## config.mk

```make
export PLATFORM = sky130hd
export DESIGN_NAME = hfea_angle
export DESIGN_NICKNAME = d
export VERILOG_FILES = /design/src/sv/hfea_pkg.sv /design/src/sv/hfea_angle.sv
export SDC_FILE = /design/constraint.sdc
export NUM_CORES = 2
export LEC_CHECK = 0
export ABC_AREA = 0
export BUFFER_PORTS_ARGS = -buffer_cell sky130_fd_sc_hd__clkbuf_2
export CAP_MARGIN = 0
export CORE_MARGIN = 4
export CORE_UTILIZATION = 35
export DETAILED_ROUTE_END_ITERATION = 12
export PLACE_DENSITY = 0.57
export SETUP_SLACK_MARGIN = 0.05
export SLEW_MARGIN = 30
export SYNTH_ARGS = -nofsm -noshare
export SYNTH_HDL_FRONTEND = slang
export SYNTH_SLANG_ARGS = --single-unit
```

## constraint.sdc

```tcl
create_clock -name clk -period 19.55 [get_ports clk]
set_input_delay 2.9325 -clock clk [delete_from_list [all_inputs] [get_ports clk]]
set_output_delay 2.9325 -clock clk [all_outputs]
set_load 0.05 [all_outputs]
```

## src/sv/hfea_pkg.sv

```systemverilog
// shared types, constants and tables for the euler homography unit
`default_nettype none
package hfea_pkg;

	// field widths
	localparam int ANG_W = 16;
	localparam int CTR_W = 16;
	localparam int FOC_W = 20;
	localparam int OUT_W = 48;
	localparam int NUM_ANG = 3;

	// default number of cordic steps
	localparam int CORDIC_ITER_DEF = 24;

	// angle pipeline depth
	localparam int ANG_LAT = 4;

	// degree constants in Q8.7
	localparam logic signed [16:0] DEG90 = 17'sd11520;
	localparam logic signed [16:0] DEG180 = 17'sd23040;
	localparam logic signed [16:0] DEG360 = 17'sd46080;

	// pi in Q30 split as PI_A * 23040 + PI_B
	localparam logic [17:0] PI_A = 18'd146408;
	localparam logic [14:0] PI_B = 15'd19106;
	// reciprocal of 45, exact for 19-bit dividends with a shift of 25
	localparam logic [19:0] DIV45_K = 20'd745655;
	localparam int DIV45_SH = 25;

	// cordic start value, Q2.30
	localparam logic signed [33:0] CORDIC_GAIN = 34'sd652032874;

	// focal distance after reset, Q16.4
	localparam logic [FOC_W-1:0] FOCAL_RESET = 20'd65536;

	typedef logic signed [ANG_W-1:0] angle_t;
	typedef logic signed [32:0] zang_t;
	typedef logic signed [32:0] q30_t;
	typedef logic signed [OUT_W-1:0] hval_t;

	// arctangent table, Q30 radians
	function automatic logic [31:0] atan_q30(input int i);
		logic [31:0] a;
		case (i)
			0: a = 32'h3243F6A8;
			1: a = 32'h1DAC6705;
			2: a = 32'h0FADBAFC;
			3: a = 32'h07F56EA6;
			4: a = 32'h03FEAB76;
			5: a = 32'h01FFD55B;
			6: a = 32'h00FFFAAA;
			7: a = 32'h007FFF55;
			8: a = 32'h003FFFEA;
			9: a = 32'h001FFFFD;
			10: a = 32'h000FFFFF;
			11: a = 32'h0007FFFF;
			12: a = 32'h0003FFFF;
			13: a = 32'h0001FFFF;
			14: a = 32'h0000FFFF;
			15: a = 32'h00007FFF;
			16: a = 32'h00003FFF;
			17: a = 32'h00001FFF;
			18: a = 32'h00000FFF;
			19: a = 32'h000007FF;
			20: a = 32'h000003FF;
			21: a = 32'h000001FF;
			22: a = 32'h000000FF;
			23: a = 32'h0000007F;
			24: a = 32'h0000003F;
			25: a = 32'h0000001F;
			26: a = 32'h0000000F;
			27: a = 32'h00000008;
			28: a = 32'h00000004;
			29: a = 32'h00000002;
			30: a = 32'h00000001;
			default: a = 32'h00000000;
		endcase
		return a;
	endfunction

	// q30 product rounded half up back to q30
	function automatic q30_t mul30(input q30_t a, input q30_t b);
		logic signed [65:0] p;
		p = a * b + 66'sd536870912;
		return p[62:30];
	endfunction

endpackage
`default_nettype wire

```

## src/sv/hfea_angle.sv

```systemverilog
// angle wrap, quadrant fold and degree to q30 radian conversion, three lanes
`default_nettype none
module hfea_angle import hfea_pkg::*; (
	input  wire logic   clk,
	input  wire logic   arst_n,
	input  wire logic   en,
	input  wire logic   valid,
	input  wire angle_t ang [NUM_ANG],
	output logic        z_valid,
	output zang_t       z [NUM_ANG],
	output logic        neg [NUM_ANG]
);

	logic v_s1, v_s2, v_s3;

	// valid bits
	always_ff @(posedge clk or negedge arst_n) begin
		if (!arst_n) begin
			v_s1 <= 1'b0;
			v_s2 <= 1'b0;
			v_s3 <= 1'b0;
			z_valid <= 1'b0;
		end else if (en) begin
			v_s1 <= valid;
			v_s2 <= v_s1;
			v_s3 <= v_s2;
			z_valid <= v_s3;
		end
	end

	for (genvar l = 0; l < NUM_ANG; l++) begin : g_lane
		logic signed [16:0] d0, d1, d2;
		logic        fold;
		logic [13:0] mag_s1;
		logic        zneg_s1, neg_s1, zneg_s2, neg_s2, zneg_s3, neg_s3;
		logic [31:0] qa_s2, qa_s3;
		logic [27:0] xb_s2;
		logic [13:0] quot_s3;
		logic [38:0] prod;
		logic [31:0] q;

		// wrap to [-180,180) then fold into [-90,90]
		always_comb begin
			d0 = 17'(ang[l]);
			if (d0 >= DEG180) begin
				d1 = d0 - DEG360;
			end else if (d0 < -DEG180) begin
				d1 = d0 + DEG360;
			end else begin
				d1 = d0;
			end
			fold = 1'b0;
			if (d1 > DEG90) begin
				d2 = d1 - DEG180;
				fold = 1'b1;
			end else if (d1 < -DEG90) begin
				d2 = d1 + DEG180;
				fold = 1'b1;
			end else begin
				d2 = d1;
			end
		end

		// quotient by 23040 taken as 512 then 45
		assign prod = 39'(xb_s2[27:9]) * 39'(DIV45_K);
		assign q = qa_s3 + 32'(quot_s3);

		always_ff @(posedge clk) begin
			if (en) begin
				mag_s1 <= d2[16] ? 14'(-d2) : d2[13:0];
				zneg_s1 <= d2[16];
				neg_s1 <= fold;
				qa_s2 <= 32'(mag_s1) * 32'(PI_A);
				xb_s2 <= 28'(mag_s1) * 28'(PI_B) + 28'(DEG90);
				zneg_s2 <= zneg_s1;
				neg_s2 <= neg_s1;
				qa_s3 <= qa_s2;
				quot_s3 <= prod[38:DIV45_SH];
				zneg_s3 <= zneg_s2;
				neg_s3 <= neg_s2;
				z[l] <= zneg_s3 ? -$signed({1'b0, q}) : $signed({1'b0, q});
				neg[l] <= neg_s3;
			end
		end
	end

endmodule
`default_nettype wire

```

==> metrics.txt <==
Max clock buf depth=3; Root Buffer=clkbuf_16; WHS=about 0.41 ns; vias per cell=4.73; minimum clock period=7.12 ns; synthesis-stage register bit count=439; remaining routing DRC violations=0; WP data required=around 20 ns; hold buffer count at cts=0; setup violators final=0; fin crit share=36.4%; initial antenna violation count=4; fin area=between 60000 and 70000 µm²; Detail Route Antenna Nets=0; Initial Utilization=35.4%; pin count of the biggest net entering global routing=approximately 160; Core Rows=approximately 150; Mean Syn Cell Area=10.7 µm²; DIE WIDTH=417 µm; Avg WL per Cell=16.1 µm; # clock sinks=approximately 440; Post-synth EDFFs=between 400 and 500; Critical Path Fanout Max=5; Post-DP Area=between 60000 and 70000 µm²; Final Max Tran Viols=0; Cell Area, Synth=58700 µm²; syn_nets=7360; dpl hpwl=109 mm; Die Area=174000 µm²; vias in the first global route=39300; Post-CTS Resized=0; GPL Wtd Cong=0.892; Final Hold Viols=0; Hold WC Path Type=flip-flop to flip-flop; Post-CTS Setup Bufs=0; 1st-pass router iterations=7; Worst slew margin=39.8%; first-pass GRT wire length=209 mm; gr ovfl total=0; IO Pins=roughly 160; max capacitance violation total=0; Worst-Margin Slew=0.903 ns; setup TNS=0 ns; fmax=~140 MHz; core area=166000 µm²; fin nets=7548; clk slew on worst S/H paths=0.07 ns; WS Path Type=flip-flop to flip-flop; Synth Warn #=0; RSZ-0062 raised after global routing=false; register area share after synthesis=22.4%; Synth cell types=102; drt total wl=between 100 and 150 mm; share of cells above drive strength 1=under 10%; Worst setup SP type=flip-flop; status=finished clean; crit path DAT=7.49 ns; predominant post-synthesis flop cell=edfxtp_1; Num CTS Buffers=between 50 and 60; Synth Instances=5483; area delta synth->final=9.16%; clk_lat worst skew=around 0.65 ns; I/O Buffers=154; via count=37400; H-tree Lvls=2; TritonCTS clock tree=yes; Die Y=approximately 420 µm; Async SR Flop Fraction=0.911%; Iteration-0 DRC Markers=around 1600; Worst Skew=0.0302 ns; Critical Path Sink Type=flip-flop; gr usage total=between 10% and 20%
## per-layer routing
| metal | wire (µm) | global-route usage [%] | vias up | part of all wire, % |
|---|---|---|---|---|
| met3 | 4570 | 1.94 | 114 | 3.6 |
| met5 | 0 | 0 | - | 0 |
| met2 | 58100 | 24.5 | 474 | 46 |
| li1 | - | - | 18500 | - |
| met4 | 2620 | 3.06 | 0 | 2.1 |
| met1 | 62000 | 21.2 | 18300 | 49 |
## synth_stat cells, types with 7 or more instances
cell	number	area, µm²
nor4_1	13	81.3
or2_2	20	125
clkbuf_1	21	78.8
a21oi_1	174	871
nor2b_1	38	238
a21o_1	71	533
nand3_1	75	375
a211oi_1	25	188
mux2i_1	10	100
and3_1	34	213
o21ai_0	106	531
o21a_1	26	195
o211ai_1	12	90.1
nand4_1	25	156
o41ai_1	9	78.8
a211o_1	9	78.8
a31oi_1	24	150
inv_1	1282	4810
or3_1	26	163
edfxtp_1	435	13100
ha_1	1127	14100
o31a_1	7	61.3
xor2_1	138	1210
nor2_1	162	608
fa_1	698	14000
nand2_1	194	728
o21ai_1	32	160
a21boi_0	9	67.6
nand3b_1	8	60.1
o32ai_1	8	70.1
o21bai_1	24	180
and2_1	14	87.6
or4_1	13	97.6
nor3_1	61	305
xnor2_1	317	2780
o22ai_1	7	43.8
nand2b_1	43	269
o31ai_1	34	255
## logic make-up after synthesis
| group | after synthesis | share of synthesized area (%) |
|---|---|---|
| simple gates | 756 | 6.44 |
| flops | 439 | 22.4 |
| fa+ha+maj | 1825 | 47.9 |
| buf+inv | 1318 | 8.45 |
| mux | 18 | 0.328 |
| xor+xnor | 456 | 6.82 |
| compound gates | 671 | 7.67 |
## placed cells by master, fill, tap and decap left out, types with 32 or more instances in the layout
cell type,Yosys,final
clkbuf_16,0,54
a21o_1,71,71
xor2_1,138,138
inv_1,1282,1282
nand2_1,194,194
xnor2_1,317,317
and3_1,34,34
nand3_1,75,75
nor2_1,162,162
edfxtp_1,435,435
nor2b_1,38,38
o21ai_0,106,106
nor3_1,61,61
nand2b_1,43,43
ha_1,1127,1127
o31ai_1,34,33
a21oi_1,174,172
clkbuf_2,0,153
fa_1,698,698
o21ai_1,32,32
## final timing paths
| path | start | endpoint | slack [ns] | depth (start not counted) |
|---|---|---|---|---|
| min reg2reg | g_lane[0].zneg_s2$_DFFE_PP_ | g_lane[0].zneg_s3$_DFFE_PP_ | 0.41 | 0 |
| min in group asynchronous | arst_n | v_s3$_DFFE_PN0P_ | 2.08 | 1 |
| max reg2reg | g_lane[2].xb_s2[25]$_DFFE_PP_ | g_lane[2].quot_s3[13]$_DFFE_PP_ | 12.43 | 22 |
| max | g_lane[2].xb_s2[25]$_DFFE_PP_ | g_lane[2].quot_s3[13]$_DFFE_PP_ | 12.43 | 22 |
| min | g_lane[0].zneg_s2$_DFFE_PP_ | g_lane[0].zneg_s3$_DFFE_PP_ | 0.41 | 0 |
| max in group asynchronous | arst_n | v_s2$_DFFE_PN0P_ | 17.34 | 1 |
## final cells by class
class,count,area [µm²]
antenna,1,2.50
clock buffer,62,1380
clock inverter,37,468
fill,16200,102000
inverter,1288,4830
multi-input combinational,3726,40600
sequential,439,13200
tap,2189,2740
timing repair buffer,163,872
## per-stage QoR
stage                     setup slack [ns]  utilization (%)  instances
after floorplan                      13.25                -       5483
after global placement               12.52             37.5       7803
after detailed placement             12.37             37.5       7803
after CTS                            12.36             38.6       7902
after global routing                 11.98             38.6       7905
final                                12.43             38.6       7905
## critical path, stage by stage (launching register included)
cell	delay (ns)
edfxtp_1	0.50
fa_1	0.61
inv_1	0.07
fa_1	0.53
inv_1	0.05
fa_1	0.42
fa_1	0.52
inv_1	0.05
fa_1	0.45
fa_1	0.49
inv_1	0.04
ha_1	0.29
nand4_1	0.14
a211o_1	0.29
nor3_1	0.15
o2111ai_1	0.21
a311oi_1	0.56
a31oi_1	0.26
a211oi_1	0.45
a31oi_1	0.21
a21oi_1	0.33
or4_1	0.17
nand3_1	0.08
## sequential cells by signal, indices dropped and copies added, names as in the netlist
name            flops
g_lane.xb_s2       57
g_lane.mag_s1      42
g_lane.neg_s1       3
v_s3                1
g_lane.qa_s3       87
g_lane.zneg_s3      3
z_valid             1
g_lane.quot_s3     42
z                  99
neg                 3
g_lane.qa_s2       87
g_lane.zneg_s1      3
v_s1                1
v_s2                1
g_lane.zneg_s2      3
g_lane.neg_s3       3
g_lane.neg_s2       3
Power is not shown: default switching activity piles up to over one toggle a cycle in this logic, so the estimate is an artifact.
